$ cat config.mk
export PLATFORM = sky130hd
export DESIGN_NAME = crs_ram
export DESIGN_NICKNAME = d
export VERILOG_FILES = /design/src/clip_rectangle_stack_macros.svh /design/src/crs_ram.sv
export SDC_FILE = /design/constraint.sdc
export NUM_CORES = 1
export LEC_CHECK = 0
export ABC_AREA = 1
export BUFFER_PORTS_ARGS = -buffer_cell sky130_fd_sc_hd__clkbuf_2
export CORE_MARGIN = 2
export CORE_UTILIZATION = 55
export CTS_BUF_LIST = sky130_fd_sc_hd__clkbuf_16
export DETAILED_ROUTE_END_ITERATION = 6
export GPL_TIMING_DRIVEN = 1
export HOLD_SLACK_MARGIN = 0.02
export PLACE_DENSITY_LB_ADDON = 0.3
export SLEW_MARGIN = 20
export SYNTH_ARGS = -nofsm -noshare
export SYNTH_HDL_FRONTEND = slang
export SYNTH_SLANG_ARGS = --single-unit
$ cat constraint.sdc
create_clock -name clk -period 0.9 [get_ports clk]
set_input_delay 0.045 -clock clk [delete_from_list [all_inputs] [get_ports clk]]
set_output_delay 0.045 -clock clk [all_outputs]
set_load 0.05 [all_outputs]
$ cat src/clip_rectangle_stack_macros.svh
// Assertion macros shared by the clip stack RTL.
// Each expects signals named clk and rst in the including module.
`ifndef CLIP_RECTANGLE_STACK_MACROS_SVH
`define CLIP_RECTANGLE_STACK_MACROS_SVH

// Condition must hold whenever the antecedent holds.
`define CRS_IMPLIES(label, ante, cons, msg) \
  label: assert property (@(posedge clk) disable iff (rst) (ante) |-> (cons)) else $error(msg);

// Condition must hold in the cycle after the antecedent.
`define CRS_NEXT(label, ante, cons, msg) \
  label: assert property (@(posedge clk) disable iff (rst) (ante) |=> (cons)) else $error(msg);

`endif

$ cat src/crs_ram.sv
`default_nettype none

module crs_ram #(
  parameter int WIDTH = 8,
  parameter int DEPTH = 16
) (
  input  logic                     clk,
  input  logic                     wr_en,
  input  logic [$clog2(DEPTH)-1:0] wr_addr,
  input  logic [WIDTH-1:0]         wr_data,
  input  logic [$clog2(DEPTH)-1:0] rd_addr,
  output logic [WIDTH-1:0]         rd_data
);

  logic [WIDTH-1:0] mem [DEPTH];

  always_ff @(posedge clk) begin
    if (wr_en) begin
      mem[wr_addr] <= wr_data;
    end
    rd_data <= mem[rd_addr];
  end

endmodule

`default_nettype wire

# After elaboration in Yosys (flattened, before gate mapping)
# Memories as Yosys holds them, arrays and structs flattened. A register that Yosys moved wholly into a read port is not among the register bits.
# Index checks and enable logic that the tools add are counted.
# Widths: inputs -> output; s select.
[word_totals] regBits=0 ramBits=128 inputBits=18 out_inout_bits=8 elab_cells=3 memories=1
[memory_table] memory="mem" depth=16 word_bits=8 rd=1 rd_clocked_by_memory_dff=1 write_ports=1 line_no="crs_ram.sv:15" source="logic [WIDTH-1:0] mem [DEPTH];"
[classes] mux=2
[ops] op="$mux 1" n=2

# Longest topological paths before layout
# Gate-level depths: netlist of run 1.
[logic_depth] ltp_word=2 depth_mapped=8 mapped_depth_nobuf=7

# Worst setup path before layout of run 1
# Ideal clock, no wire load.
[synth_timing] kind="in2reg" from="in wr_addr[3]" to="mem mem[4][0] (enable)" setup_ns=0.370 arrival_time_ns=0.626 required_ns=0.530 slack_ns=-0.096 path_stages=2 n_path_buf=0 cell_sequence="nand3b_1 -> nor2_1"
[synth_lines] element="from (decl)" line_no="crs_ram.sv:9" source="input logic [$clog2(DEPTH)-1:0] wr_addr,"
[synth_lines] element="to (decl)" line_no="crs_ram.sv:15"
# Straight into the memory's write port.

==> impl_metrics.py, run 1 <==
metrics = {
    "final_layout": {
        "most-common-layout-cells": "nand2_1 (169), edfxtp_1 (128), inv_1 (98), nand3_1 (66), nand3_2 (31)",
        "syn_to_final_growth_pct": 24.5,
        "final_cells": 754,
        "final-seq-area_um2": 4010,
        "multi_input_area_um2": 1390,
        "final_common_cell": "nand2_1",
        "layout-drive-gt1-share_pct": 22.8,
        "design_area_um2": 7180,
        "diodes": 0,
        "finish.utilization_pct": 70.2,
        "fillers": 679,
        "nets": 623,
    },
    "yosys": {
        "ys_seq_elements": 136,
        "netlist_area_um2": 5770,
        "avgSynthCellArea_um2": 10.5,
        "synth.distinct_cells": 12,
        "yosysTopAreaCellShare_pct": 66.7,
        "ys_seq_area_share_pct": 69.4,
        "synthCells": 551,
        "yosysWarnings": 0,
        "syn-num-nets": 569,
        "netlist_top_cells_area": "edfxtp_1 (67%), nand2_1 (11%), nand3_1 (8.4%)",
        "yosys.area.top_type": "edfxtp_1",
    },
    "global_route": {
        "grt_pass1_wl_um": 20600,
        "grt_usage_pct": 25.1,
        "antenna_found_initial": 0,
        "grt_pass1_vias": 3961,
        "grt_max_degree": 41,
        "overflow": 0,
    },
    "timing": {
        "max_freq_mhz": 977,
        "slew_viol_final": 0,
        "tns_ns": -0.771,
        "whs_ns": 0.0732,
        "min_period_ns": 1.02,
        "tightest_slew_ns": 0.414,
        "rsz0062_at_grt": "true",
        "finalClockSkew_ns": 0.00496,
        "max_slew_margin_pct": 72.4,
        "fin_crit_sh_pct": 114,
        "worst_slack_ns": -0.123,
        "hold_violations": 0,
        "setup_violations": 16,
    },
    "placed_design": {
        "dp_hpwl_um": 8100,
        "place_area_um2": 6250,
        "place_ws_ns": -0.297,
        "io_buffers": 25,
        "place_inst": 722,
        "finalWeightedCongestion": 0.819,
    },
    "route": {
        "finalWirelength_um": 13100,
        "via_per_inst": 5.24,
        "drtPass1Iterations": 7,
        "drt_iter0_drc": 362,
        "route.antenna.remaining_nets": 0,
        "drc_errors": 0,
        "avgRoutedWirePerCell_um": 17.4,
        "vias": 3954,
    },
    "die": {
        "io-pin-count": 26,
        "die_width_um": 106,
        "core_region_area_um2": 10200,
        "rows": 37,
        "die_h_um": 106,
        "initial_core_util_pct": 56.4,
        "die_area_um2": 11300,
    },
    "worst_setup_path": {
        "critPathKind": "flop to flop",
        "crit_chain": "inv_1 -> nand2_1 -> nand3_1 -> nand3_2 -> nand3_2 -> nand2_1",
        "cp_max_fo": 1,
        "cpLargestDelayFamily": "simple AND/OR/NAND/NOR gates",
        "endpoint_kind": "flop",
        "critPathBufInv": 1,
        "start_kind": "flop",
        "cpPeakStageDelay_ns": 0.40,
        "cp_data_required_time_ns": 1.21,
        "critPathArrivalTime_ns": 1.33,
        "cpMaxStageDelayCell": "edfxtp_1",
    },
    "worst_hold_path": {
        "min_path_type": "input pin to flop",
    },
    "run_status": {
        "failed_checks": "negative setup slack",
        "status": "finished with violations",
    },
    "cts": {
        "root_buffer": "clkbuf_16",
        "postCtsSetupBuffers": 0,
        "clkLatencyLatePin_ns": 0.42,
        "cts_sinks": 136,
        "cts-hold-fix-buffers": 0,
        "tritoncts.num_buffers": 17,
        "ctsLongestPathBuffers": 2,
        "cts_tree": "done",
        "htree_levels": 4,
        "clkTransAtPathRegs_ns": 0.06,
    },
    "power_and_ir_drop": {
        "leakage_nw": 3.14,
        "peakVddDrop_mv": 2.19,
        "power-per-cell-area_nw_per_um2": 2200,
        "p_total_mw": 15.8,
    },
    "job": {
        "cap_violations": 0,
    },
}
[worst min-delay path: cells and delay by family]
family	cells	cell delay [ns]
buffers and inverters	2	0.28
AND/OR/NAND/NOR	2	0.13
[cells in the mapped netlist]
library cell and instances:
nand3_1 97, buf_4 4, inv_2 2, edfxtp_1 128, nand3b_1 2, nor2_1 17, inv_1 100, buf_6 6
nand2_1 173, dfxtp_1 8, buf_1 1, buf_2 13
[final timing paths]
kind / startpoint / end / slack (ns) / cells after the start
worst max-delay path: mem[0][7] / rd_data[7] / -0.12 / 6
worst min-delay path: rd_addr[3] / rd_data[1] / 0.07 / 4
worst max register to register: mem[0][7] / rd_data[7] / -0.12 / 6
worst min register to register: mem[5][1] / rd_data[1] / 0.68 / 6
[per-layer routing]
metal	part of all wire, %	wire length [um]	up-vias	track usage (%)
met5	0	0	-	0
met4	2.1	275	0	9.12
met3	8.8	1160	25	8.03
met2	49	6410	170	40.9
met1	40	5270	1874	31.6
li1	-	-	1885	-
[logic make-up (layout without fill, tap and decap cells)]
kind of cell | Yosys count | after routing | share of synthesized area (%)
and+or+nand+nor | 289 | 289 | 21.0
DFF | 136 | 136 | 69.4
buffers and inverters | 126 | 193 | 9.52
[registers in the layout, indices dropped and copies added (netlist names)]
name     cells
mem        128
rd_data      8
[power breakdown]
| part | switching (mW) | internal [mW] |
|---|---|---|
| logic | 0.812 | 0.457 |
| registers | 0.0575 | 7.09 |
| clock network | 2.51 | 4.87 |
| total | 3.38 | 12.4 |
[timing repair]
action,4_1_cts,5_1_grt
resized for setup,52,17
pin swaps,23,7
setup endpoints to repair,16,16
[area by class of cell]
cell class              instances  share of cell area (%)
clock buffers                  17                    5.92
clock inverters                15                    2.88
inverters                     102                    5.33
multi-input cells             289                    19.4
flip-flops and latches        136                    55.9
well taps                     136                    2.37
repair buffers                 59                    8.19
Power figures use the tool's default switching activity.
==> run 2: changes to the inputs <==
--- a/config.mk
+++ b/config.mk
@@ -7,13 +7,14 @@
 export LEC_CHECK = 0
 export ABC_AREA = 1
 export BUFFER_PORTS_ARGS = -buffer_cell sky130_fd_sc_hd__clkbuf_2
+export CORE_ASPECT_RATIO = 0.7
 export CORE_MARGIN = 2
-export CORE_UTILIZATION = 55
-export CTS_BUF_LIST = sky130_fd_sc_hd__clkbuf_16
+export CORE_UTILIZATION = 57
+export CTS_BUF_LIST = sky130_fd_sc_hd__clkbuf_8
 export DETAILED_ROUTE_END_ITERATION = 6
 export GPL_TIMING_DRIVEN = 1
 export HOLD_SLACK_MARGIN = 0.02
-export PLACE_DENSITY_LB_ADDON = 0.3
+export PLACE_DENSITY_LB_ADDON = 0.1
 export SLEW_MARGIN = 20
 export SYNTH_ARGS = -nofsm -noshare
 export SYNTH_HDL_FRONTEND = slang
==> run 2 against run 1 <==
The run still ends with negative setup slack left. Largest cell class unchanged. Sequential share of layout area is 0.28 points higher. Sequential power about the same. Fmax is 1.1% higher. Cell count shrank 1.6%. Count of clock-buffer cells in the layout is the same. Non-clock buffer count fell by 4. Global-route usage rose by 2.4 points. Utilization is 3.1 points higher.
==> impl_metrics.py, run 2 (synthesis gave the netlist of run 1 again) <==
metrics = {
    "run_status": {
        "status": "finished with violations",
        "failed_checks": "negative setup slack",
    },
    "die": {
        "die_area_um2": 11000,
        "die_width_um": 124,
        "die_h_um": 88.2,
        "core_region_area_um2": 9760,
        "initial_core_util_pct": 59.1,
        "io-pin-count": 26,
        "rows": 30,
    },
    "placed_design": {
        "io_buffers": 25,
        "place_area_um2": 6290,
        "dp_hpwl_um": 8540,
        "finalWeightedCongestion": 0.838,
    },
    "final_layout": {
        "multi_input_area_um2": 1540,
        "layout-drive-gt1-share_pct": 28.0,
        "fillers": 683,
        "final_common_cell": "nand2_1",
        "final-seq-area_um2": 4020,
        "design_area_um2": 7150,
        "top_register": "mem",
        "largest_reg_flops": 128,
        "most-common-layout-cells": "nand2_1 (164), edfxtp_1 (128), inv_1 (95), nand3_2 (55), nand3_1 (41)",
        "syn_to_final_growth_pct": 24.0,
        "top_regs": "mem x128, rd_data x8",
        "diodes": 0,
        "nets": 619,
    },
    "timing": {
        "finalClockSkew_ns": 0.00589,
        "min_period_ns": 1.01,
        "rsz0062_at_grt": "true",
        "max_slew_margin_pct": 68.9,
        "worst_slack_ns": -0.113,
        "slew_viol_final": 0,
        "tns_ns": -0.966,
        "max_freq_mhz": 988,
        "tightest_slew_ns": 0.466,
        "hold_violations": 0,
        "fin_crit_sh_pct": 113,
        "setup_violations": 16,
    },
    "route": {
        "drtPass1Iterations": 5,
        "avgRoutedWirePerCell_um": 19.0,
        "drt_iter0_drc": 500,
        "via_per_inst": 5.40,
        "drc_errors": 0,
        "route.antenna.remaining_nets": 0,
        "vias": 4009,
        "finalWirelength_um": 14100,
    },
    "cts": {
        "postCtsSetupBuffers": 0,
        "clkLatencyLatePin_ns": 0.44,
        "cts_sinks": 136,
        "htree_levels": 4,
        "ctsLongestPathBuffers": 2,
        "cts_tree": "done",
        "clkTransAtPathRegs_ns": 0.07,
        "tritoncts.num_buffers": 17,
        "root_buffer": "clkbuf_8",
    },
    "worst_setup_path": {
        "cp_max_fo": 1,
        "regToRegSetupSlack_ns": -0.07,
        "crit_chain": "clkbuf_16",
        "critPathKind": "flop to output pin",
        "critPathArrivalTime_ns": 0.97,
        "start_kind": "flop",
        "cpLargestDelayFamily": "flip-flops",
        "critPathBufInv": 1,
        "cpMaxStageDelayCell": "dfxtp_2",
        "cp_data_required_time_ns": 0.85,
        "endpoint_kind": "output pin",
        "cpPeakStageDelay_ns": 0.36,
    },
    "power_and_ir_drop": {
        "peakVddDrop_mv": 1.11,
        "power-per-cell-area_nw_per_um2": 1930,
        "p_total_mw": 13.8,
        "leakage_nw": 3.10,
    },
    "job": {
        "cap_violations": 0,
    },
    "global_route": {
        "overflow": 0,
        "antenna_found_initial": 0,
        "grt_pass1_vias": 3851,
        "grt_usage_pct": 27.5,
        "grt_pass1_wl_um": 21800,
        "grt_max_degree": 38,
    },
    "worst_hold_path": {
        "min_path_type": "input pin to flop",
    },
}
run 2: changes by cell type in the layout (fill, tap and decap cells not counted), sizes merged:
cell    before  now
buf         38   34
clkinv       8   10
bufinv       5    4
inv        103  102
run 2: metal layers:
metal	global-route usage [%]	part of all wire, %
met5	0	0
met4	10.0	1.4
met3	6.23	9.6
met2	39.6	42
met1	41.5	47
run 2: final timing paths:
check | from | to | cells past startpoint
hold reg to reg | mem[11][6] | rd_data[6] | 6
setup / recovery | rd_data[6] | rd_data[6] | 1
hold / removal | rd_addr[3] | rd_data[6] | 4
setup reg to reg | mem[13][0] | rd_data[0] | 6
run 2: metrics by stage:
stage	util, %	hold WS (ns)	setup WS, ns	std cells
2_1_floorplan	-	0.144	-0.0958	551
3_3_place_gp	64.4	0.479	-0.191	710
3_5_place_dp	64.4	0.483	-0.235	710
4_1_cts	71.9	0.0252	-0.159	742
5_1_grt	73.3	0.0478	-0.148	742
6_report	73.3	0.0454	-0.113	742
run 2: repair_timing:
action,CTS,global route
pin swaps,29,23
gates cloned,0,0
setup endpoints to repair,16,16
gates resized for setup,67,37
hold buffers,0,0
run 2: layout make-up:
| cell class | instances | share of cell area, % |
|---|---|---|
| sequential | 136 | 56.2 |
| multi-input combinational | 289 | 21.5 |
| clock inverter | 15 | 2.57 |
| clock buffer | 17 | 3.27 |
| tap | 128 | 2.24 |
| inverter | 102 | 5.36 |
| timing repair buffer | 55 | 8.86 |
run 2: power by group:
part           switching, mW  internal, mW
Sequential            0.0685          7.08
Combinational          0.862         0.483
Clock                   2.32          2.98
Total                   3.25          10.5
