$ cat src/clip_rectangle_stack_macros.svh
// Assertion macros shared by the clip stack RTL.
// Each expects signals named clk and rst in the including module.
`ifndef CLIP_RECTANGLE_STACK_MACROS_SVH
`define CLIP_RECTANGLE_STACK_MACROS_SVH

// Condition must hold whenever the antecedent holds.
`define CRS_IMPLIES(label, ante, cons, msg) \
  label: assert property (@(posedge clk) disable iff (rst) (ante) |-> (cons)) else $error(msg);

// Condition must hold in the cycle after the antecedent.
`define CRS_NEXT(label, ante, cons, msg) \
  label: assert property (@(posedge clk) disable iff (rst) (ante) |=> (cons)) else $error(msg);

`endif

$ cat src/crs_pkg.sv
`default_nettype none

package crs_pkg;

  localparam int STACK_DEPTH = 16;
  localparam int LEVEL_W     = $clog2(STACK_DEPTH);
  localparam logic [LEVEL_W-1:0] LEVEL_MAX = LEVEL_W'(STACK_DEPTH - 1);

  // Port widths
  localparam int CMD_W       = 3;
  localparam int IN_DATA_W   = 64;
  localparam int STATUS_W    = 2;
  localparam int OUT_DATA_W  = 160;
  localparam int CFG_INDEX_W = 2;
  localparam int CFG_DATA_W  = 15;
  localparam int SCALE_W     = 12;
  localparam int WIN_W       = 15;

  // Commands
  localparam logic [CMD_W-1:0] CMD_PUSH_CLIP = 3'd0;
  localparam logic [CMD_W-1:0] CMD_PUSH_FULL = 3'd1;
  localparam logic [CMD_W-1:0] CMD_POP       = 3'd2;
  localparam logic [CMD_W-1:0] CMD_CLASSIFY  = 3'd3;
  localparam logic [CMD_W-1:0] CMD_CLIP_BOX  = 3'd4;

  // Region kinds
  localparam logic [1:0] KIND_FULL  = 2'd0;
  localparam logic [1:0] KIND_RECT  = 2'd1;
  localparam logic [1:0] KIND_EMPTY = 2'd2;

  // Status codes
  localparam logic [STATUS_W-1:0] ST_OK        = 2'd0;
  localparam logic [STATUS_W-1:0] ST_OVERFLOW  = 2'd1;
  localparam logic [STATUS_W-1:0] ST_UNDERFLOW = 2'd2;

  // Classify answers
  localparam logic [1:0] VIS_OUTSIDE = 2'd0;
  localparam logic [1:0] VIS_INSIDE  = 2'd1;
  localparam logic [1:0] VIS_PARTIAL = 2'd2;

  // Configuration register indexes
  localparam logic [CFG_INDEX_W-1:0] CFG_WINDOW_WIDTH  = 2'd0;
  localparam logic [CFG_INDEX_W-1:0] CFG_WINDOW_HEIGHT = 2'd1;
  localparam logic [CFG_INDEX_W-1:0] CFG_SCALE         = 2'd2;

  localparam logic [WIN_W-1:0]   RST_WINDOW_WIDTH  = 15'd640;
  localparam logic [WIN_W-1:0]   RST_WINDOW_HEIGHT = 15'd480;
  localparam logic [SCALE_W-1:0] RST_SCALE         = 12'd256;

  // Scissor stack operations
  localparam logic [2:0] SC_NONE = 3'd0;
  localparam logic [2:0] SC_SET  = 3'd1;
  localparam logic [2:0] SC_COPY = 3'd2;
  localparam logic [2:0] SC_ZERO = 3'd3;
  localparam logic [2:0] SC_POP  = 3'd4;

  typedef struct packed {
    logic [1:0]         kind;
    logic signed [15:0] x;
    logic signed [15:0] y;
    logic signed [15:0] w;
    logic signed [15:0] h;
  } region_t;

  typedef struct packed {
    logic signed [19:0] x;
    logic signed [19:0] y;
    logic signed [19:0] w;
    logic signed [19:0] h;
  } scissor_t;

  // Scissor stage command: operation and unscaled operands
  typedef struct packed {
    logic [2:0]         op;
    logic signed [19:0] opx;
    logic signed [19:0] opy;
    logic signed [19:0] opw;
    logic signed [19:0] oph;
  } sc_cmd_t;

endpackage

`default_nettype wire

$ cat src/crs_ram.sv
`default_nettype none

module crs_ram #(
  parameter int WIDTH = 8,
  parameter int DEPTH = 16
) (
  input  logic                     clk,
  input  logic                     wr_en,
  input  logic [$clog2(DEPTH)-1:0] wr_addr,
  input  logic [WIDTH-1:0]         wr_data,
  input  logic [$clog2(DEPTH)-1:0] rd_addr,
  output logic [WIDTH-1:0]         rd_data
);

  logic [WIDTH-1:0] mem [DEPTH];

  always_ff @(posedge clk) begin
    if (wr_en) begin
      mem[wr_addr] <= wr_data;
    end
    rd_data <= mem[rd_addr];
  end

endmodule

`default_nettype wire

$ cat src/crs_scissor.sv
`default_nettype none

`include "clip_rectangle_stack_macros.svh"

module crs_scissor (
  input  logic                         clk,
  input  logic                         rst,
  input  logic                         adv,
  input  crs_pkg::sc_cmd_t             cmd,
  input  logic [crs_pkg::SCALE_W-1:0]  scale,
  output crs_pkg::scissor_t            sc_out
);
  import crs_pkg::*;

  logic [LEVEL_W-1:0] level_b;
  logic [LEVEL_W-1:0] level_b_next;
  logic [LEVEL_W-1:0] rd_addr;
  scissor_t           top_sc;
  scissor_t           top_sc_next;
  scissor_t           below_sc;
  scissor_t           scaled;
  scissor_t           new_sc;
  logic               wr_en;
  logic signed [32:0] scale_s;
  logic signed [32:0] px;
  logic signed [32:0] py;
  logic signed [32:0] pw;
  logic signed [32:0] ph;

  // Divide by 256 truncating toward zero, then clamp to 20 bits.
  function automatic logic signed [19:0] q8_sat(input logic signed [32:0] p);
    logic signed [32:0] t;
    t = p + (p[32] ? 33'sd255 : 33'sd0);
    t = t >>> 8;
    if (t > 33'sd524287) begin
      return 20'sd524287;
    end else if (t < -33'sd524288) begin
      return -20'sd524288;
    end else begin
      return t[19:0];
    end
  endfunction

  assign scale_s = $signed({21'd0, scale});
  assign px = 33'(cmd.opx) * scale_s;
  assign py = 33'(cmd.opy) * scale_s;
  assign pw = 33'(cmd.opw) * scale_s;
  assign ph = 33'(cmd.oph) * scale_s;

  assign scaled.x = q8_sat(px);
  assign scaled.y = q8_sat(py);
  assign scaled.w = q8_sat(pw);
  assign scaled.h = q8_sat(ph);

  always_comb begin
    level_b_next = level_b;
    top_sc_next  = top_sc;
    new_sc       = scaled;
    wr_en        = 1'b0;
    if (adv) begin
      case (cmd.op)
        SC_SET, SC_COPY, SC_ZERO: begin
          if (cmd.op == SC_COPY) begin
            new_sc = top_sc;
          end else if (cmd.op == SC_ZERO) begin
            new_sc = '0;
          end
          wr_en        = 1'b1;
          top_sc_next  = new_sc;
          level_b_next = level_b + LEVEL_W'(1);
        end
        SC_POP: begin
          top_sc_next  = below_sc;
          level_b_next = level_b - LEVEL_W'(1);
        end
        default: ;
      endcase
    end
  end

  // Prefetch the entry under the new top so a pop can use it next cycle
  assign rd_addr = level_b_next - LEVEL_W'(2);

  crs_ram #(
    .WIDTH($bits(scissor_t)),
    .DEPTH(STACK_DEPTH)
  ) u_sc_ram (
    .clk    (clk),
    .wr_en  (wr_en),
    .wr_addr(level_b),
    .wr_data(new_sc),
    .rd_addr(rd_addr),
    .rd_data(below_sc)
  );

  always_ff @(posedge clk) begin
    if (rst) begin
      level_b <= '0;
    end else begin
      level_b <= level_b_next;
    end
  end

  always_ff @(posedge clk) begin
    top_sc <= top_sc_next;
  end

  assign sc_out = top_sc_next;

  `CRS_IMPLIES(a_sc_pop_nonempty, adv && cmd.op == SC_POP, level_b != '0, "pop on empty stack")
  `CRS_IMPLIES(a_sc_push_room, wr_en, level_b != LEVEL_MAX, "push on full stack")

endmodule

`default_nettype wire

$ cat config.mk
export PLATFORM = sky130hd
export DESIGN_NAME = crs_scissor
export DESIGN_NICKNAME = d
export VERILOG_FILES = /design/src/crs_pkg.sv /design/src/crs_ram.sv /design/src/crs_scissor.sv
export VERILOG_INCLUDE_DIRS = /design/src /design/src/src
export SDC_FILE = /design/constraint.sdc
export NUM_CORES = 2
export LEC_CHECK = 0
export ABC_AREA = 0
export ABC_CLOCK_PERIOD_IN_PS = 30100
export BUFFER_PORTS_ARGS = -buffer_cell sky130_fd_sc_hd__buf_4
export CAP_MARGIN = 20
export CORE_MARGIN = 2
export CORE_UTILIZATION = 65
export CTS_BUF_LIST = sky130_fd_sc_hd__clkbuf_4 sky130_fd_sc_hd__clkbuf_8
export CTS_CLUSTER_DIAMETER = 40
export CTS_CLUSTER_SIZE = 24
export DETAILED_ROUTE_END_ITERATION = 10
export PLACE_DENSITY = 0.82
export REMOVE_ABC_BUFFERS = 1
export SETUP_SLACK_MARGIN = 0.5
export SLEW_MARGIN = 0
export SYNTH_ARGS = -nofsm -noshare
export SYNTH_HDL_FRONTEND = slang
export SYNTH_SLANG_ARGS = --single-unit
$ cat constraint.sdc
create_clock -name clk -period 30.1 [get_ports clk]
set_input_delay 6.02 -clock clk [delete_from_list [all_inputs] [get_ports clk]]
set_output_delay 6.02 -clock clk [all_outputs]
set_load 0.02 [all_outputs]
; ---- Word-level counts from Yosys, hierarchy flattened
; Memories as Yosys holds them, arrays and structs flattened. A register that Yosys moved wholly into a read port is not among the register bits.
; Cells that the tools add are included.
; W data, S select, Z words.
[classes]
mux = 24
mul = 4
n_addsub = 7
magnitude_cmp = 8
reduce_logical = 1
eq_ne = 4
[ops]
columns = cell, count
row1 = $mux W80, 5
row2 = $mux W20, 8
row3 = $pmux W80 S2, 1
row4 = $add A33 B9 Y33, 4
row5 = $mul A20 B13 Y33, 4
row6 = $gt A25 B20 Y1 const B, 4
row7 = $lt A25 B20 Y1 const B, 4
row8 = $mux W8, 4
row9 = $pmux W4 S2, 1
row10 = $eq A3 B2 Y1 const B, 2
row11 = $add A4 B1 Y4 const B, 1
row12 = $mux W1, 4
row13 = $mux W4, 1
row14 = $sub A4 B1 Y4 const B, 1
row15 = $sub A4 B2 Y4 const B, 1
row16 = $eq A3 B1 Y1 const B, 1
row17 = $eq A3 B3 Y1 const B, 1
row18 = $reduce_or A3 Y1, 1
[totals]
wordCells = 54
reg_bits = 84
memories = 1
in_bits = 98
ram_bits = 1280
[mem_list]
columns = name, depth, word_bits, rd, rd_ports_with_merged_regs, wr, line
row1 = u_sc_ram.mem, 16, 80, 1, 1, 1, crs_ram.sv:15  ; logic [WIDTH-1:0] mem [DEPTH];

; ---- Longest topological paths before layout
[logic_depth]
ltp_word = 10
ltp_mapped = 30
ltp_nobuf = 23

; ---- By module
; Synthesis repeated with hierarchy kept, for this count alone.
[unflattened]
hier_cells = 7184
area_unflattened_um2 = 92177.2
[modules_own_cells]
columns = mod, cells_each, instances, area_each_um2
row1 = crs_ram, 2054, 1, 49422.4
row2 = crs_scissor, 5130, 1, 42754.8

; ---- Least setup slack after synthesis
; OpenSTA, ideal clock, no wires.
[synth_timing]
kind = input to output
from = in scale[8] in the netlist's numbering
to = out sc_out[42] in the netlist's numbering
path_stages = 26
arrival_time_ns = 13.122
t_required_ns = 24.080
n_path_buf = 5
slack_ns = 10.958
cell_sequence = clkbuf_1 -> clkbuf_1 -> clkbuf_1 -> nand2_1 -> fa_1 -> inv_1 -> fa_1 -> fa_1 -> fa_1 -> inv_1 -> fa_1 -> inv_1 -> ha_1 -> clkbuf_1 -> and4_1 -> a2111oi_0 -> o211ai_1 -> a311oi_2 -> nor3b_1 -> o21ai_0 -> a2111oi_1 -> nand3_1 -> nand2_2 -> a41oi_2 -> buf_6 -> o311ai_1
[synth_rtl]
columns = item, line
row1 = from (decl), crs_scissor.sv:10  ; input logic [crs_pkg::SCALE_W-1:0] scale,
row2 = to (decl), crs_scissor.sv:11  ; output crs_pkg::scissor_t sc_out

==> results.md <==
* Worst Tran Pin Value at 1.21 ns
* Port bufs at 177
* Area grow syn2layout at 6.14%
* Worst Clk Skew at 0.0690 ns
* R2r setup slk at 24.83 ns
* Worst slew margin at 0.191
* Vias/cell at 6.34
* Hpwl dp at between 150000 and 200000 um
* Worst reg2reg path depth at 7
* Chip Height at slightly below 400 um
* Vias at roughly 64000
* CP Class: input port to output port
* Type of the most critical hold path: flip-flop to flip-flop
* Yosys warns at 0
* Routed wire per std cell at around 24 um
* Core region area at 0.145 mm^2
* Final setup violating endpoints at 0
* Pin count of the biggest net entering global routing at roughly 190
* Iter 0 DRT Violations at 7486
* # hold bufs at CTS at 0
* #FFs+latches synth at between 1000 and 1500
* CTS tree: built
* Main area contributors after synthesis: edfxtp_1 (41%), fa_1 (18%), inv_1 (4.4%)
* Final wirelength at 243000 um
* H-tree Lvls at 3
* Max Freq at between 40 and 50 MHz
* Arrival @ worst endpoint at approximately 15 ns
* # clock sinks at about 1400
* Overall Global Routing Usage at 0.329
* Overflow after GRT at 0
* Slew Viols, Final at 0
* Final Wtd Congestion at around 0.99
* Critical path endpoint category: output port
* RR Startpoint: level_b[0]
* Most Crowded Layer GR: met2
* Share of cells above drive strength 1 at 0.0842
* Antenna-violating nets left at 0
* Number of clock buffers inserted by TritonCTS at approximately 110
* Starting Density at 0.653
* Sequential fraction of the synthesis area at 0.440
* Crit path launch type: input port
* Max-cap violations at 0
* Vias in the first global route at ~65000
* Status: completed
* Setup tns final at 0 ns
* I/O pins at 178
* Ys async rst share at 0
* Met3 usage at 0.0618
* # DRC at 0
* Final hold vios at 0
* WHS at between 0.5 and 0.6 ns
* Nets at between 9000 and 10000
* Met2 Usage GRT at 0.525
* First-pass GRT wire length at about 370000 um
* Largest area contributor in the netlist: edfxtp_1
* Die Width at roughly 390 um
* Synth Flop Type: edfxtp_1
* Fin crit period at between 20 and 25 ns
* # rows at 140
* Post-CTS Repair Setup Buffers at 0
* Root Buffer: clkbuf_8
* Placed Instance Area at 0.0977 mm^2
* Cts repair resizes at 0
* Worst reg2reg endpoint: u_sc_ram.rd_data[25]
* Syn avg cell area at 11.6 um^2
* Library cells used by synthesis at 91
* CP max FO at between 60 and 70
* Final Cell Area at 0.101 mm^2
* Final period util at 0.701
* First-pass detailed-route iteration total at 7
* Global Route met1 Usage at 0.453
* Setup crit end: sc_out[20]
* Syn Inst Count at between 8000 and 9000
* Top-area cell type share of the netlist area at 0.405
* Full die area at approximately 0.15 mm^2
* Data required, critical path at 24.08 ns
* Max clock buf depth at 3
* Initial antenna violation count at 13
* Skew-Pair Late Insertion Delay at 0.88 ns
* Clk slew on worst S/H paths at 0.10 ns
* Worst Setup SP: scale[7]
* Number of flops mapped to enable cells by yosys at 1280
* RSZ-0062 raised after global routing: false
* Cell Area, Synth at ~0.095 mm^2
## cells in the mapped netlist (12+ instances only)
cell type and count:
a21o_1 51, nor3_1 55, or2_2 18, o211ai_1 55
a32oi_1 19, a22oi_1 79, nand3_1 94, fa_1 873
nand4_1 27, nand2_1 1027, a22o_1 18, a211oi_1 271
buf_1 29, clkbuf_1 442, ha_1 303, or3_1 21
a311oi_1 86, o21a_1 22, and3_1 25, edfxtp_1 1280
a31oi_1 106, nor2b_1 16, o21bai_1 14, nor4_1 28
nor2_1 114, and2_1 630, a21oi_1 272, nand2b_1 23
xnor2_1 120, buf_2 12, o21ai_0 94, mux4_2 80
dfxtp_1 164, o211ai_2 22, xor2_1 56, inv_1 1106
mux2i_1 327
## per-stage QoR
step                      std cells  worst slack (ns)  utilization
after floorplan                7691            -11.49            -
after global placement         9886              9.39        0.673
after detailed placement       9889              9.23        0.673
after CTS                     10101              9.18        0.692
after global routing          10132              8.61        0.693
final                         10133              9.01        0.693
## cell type report
class	count	area (um^2)
Multi-Input combinational cell	5141	47300
Tap cell	1917	2400
Clock inverter	96	1180
Inverter	1106	4150
Clock buffer	116	1570
Sequential cell	1444	41700
Timing Repair Buffer	305	2310
Fill cell	10022	44500
Antenna cell	8	20.0
## critical path: stages
cell       delay, ns
buf_4           0.28
buf_4           0.72
nand2_1         0.19
fa_1            0.59
inv_1           0.07
fa_1            0.56
fa_1            0.43
fa_1            0.55
inv_1           0.06
fa_1            0.48
inv_1           0.04
ha_1            0.41
nand3_1         0.14
a211oi_1        0.42
a221o_1         0.21
a21oi_1         0.07
xnor2_1         0.40
or4b_1          0.56
a2111oi_4       0.67
a41oi_1         0.29
a41oi_2         0.25
buf_4           0.25
nand2_1         0.53
nand3_1         0.52
buf_4           0.22
## flip-flops by register name, indices dropped and copies added, names as in the netlist
| signal | flops |
|---|---|
| level_b | 4 |
| u_sc_ram.mem | 1280 |
| top_sc | 80 |
| u_sc_ram.rd_data | 80 |
## layout by cell type (no fill, tap or decap), types with 51 or more instances in the layout
master    synthesis  final
nand2_1        1027   1026
buf_4             1    299
nand3_1          94     94
a31oi_1         106    106
xnor2_1         120    119
clkbuf_8          0    112
mux4_2           80     80
fa_1            873    873
xor2_1           56     54
a311oi_1         86     86
a211oi_1        271    271
ha_1            303    302
a22oi_1          79     79
mux2i_1         327    326
a21o_1           51     51
inv_1          1106   1105
o21ai_0          94     92
a21oi_1         272    272
o211ai_1         55     55
nor3_1           55     51
dfxtp_1         164    164
edfxtp_1       1280   1280
nor2_1          114    100
and2_1          630    630
## worst min path at each step
stage,cells after the start,startpoint,slack [ns],to
2_1_floorplan,2,u_sc_ram.rd_data[40],0.56,top_sc[40]
3_3_place_gp,2,u_sc_ram.rd_data[57],0.48,top_sc[57]
3_5_place_dp,2,u_sc_ram.rd_data[57],0.50,top_sc[57]
4_1_cts,2,u_sc_ram.rd_data[57],0.53,top_sc[57]
5_1_grt,2,u_sc_ram.rd_data[39],0.57,top_sc[39]
6_report,2,u_sc_ram.rd_data[57],0.52,top_sc[57]
## layer usage
layer | wire length (um) | share of wire
met2 | 115000 | 0.48
met1 | 91900 | 0.38
met3 | 26000 | 0.11
met5 | 50 | 0.00021
met4 | 9560 | 0.039
## cell families after synthesis
| kind of cell | after synthesis | synth area share |
|---|---|---|
| and+or+nand+nor | 2135 | 0.110 |
| buffers and inverters | 1594 | 0.0636 |
| AOI/OAI and AO/OA | 1245 | 0.0922 |
| DFF | 1444 | 0.440 |
| xor gates and xnor gates | 176 | 0.0162 |
| adders and majority gates | 1176 | 0.224 |
| muxes | 409 | 0.0537 |
Power is not shown: default switching activity piles up to over one toggle a cycle in this logic, so the estimate is an artifact.
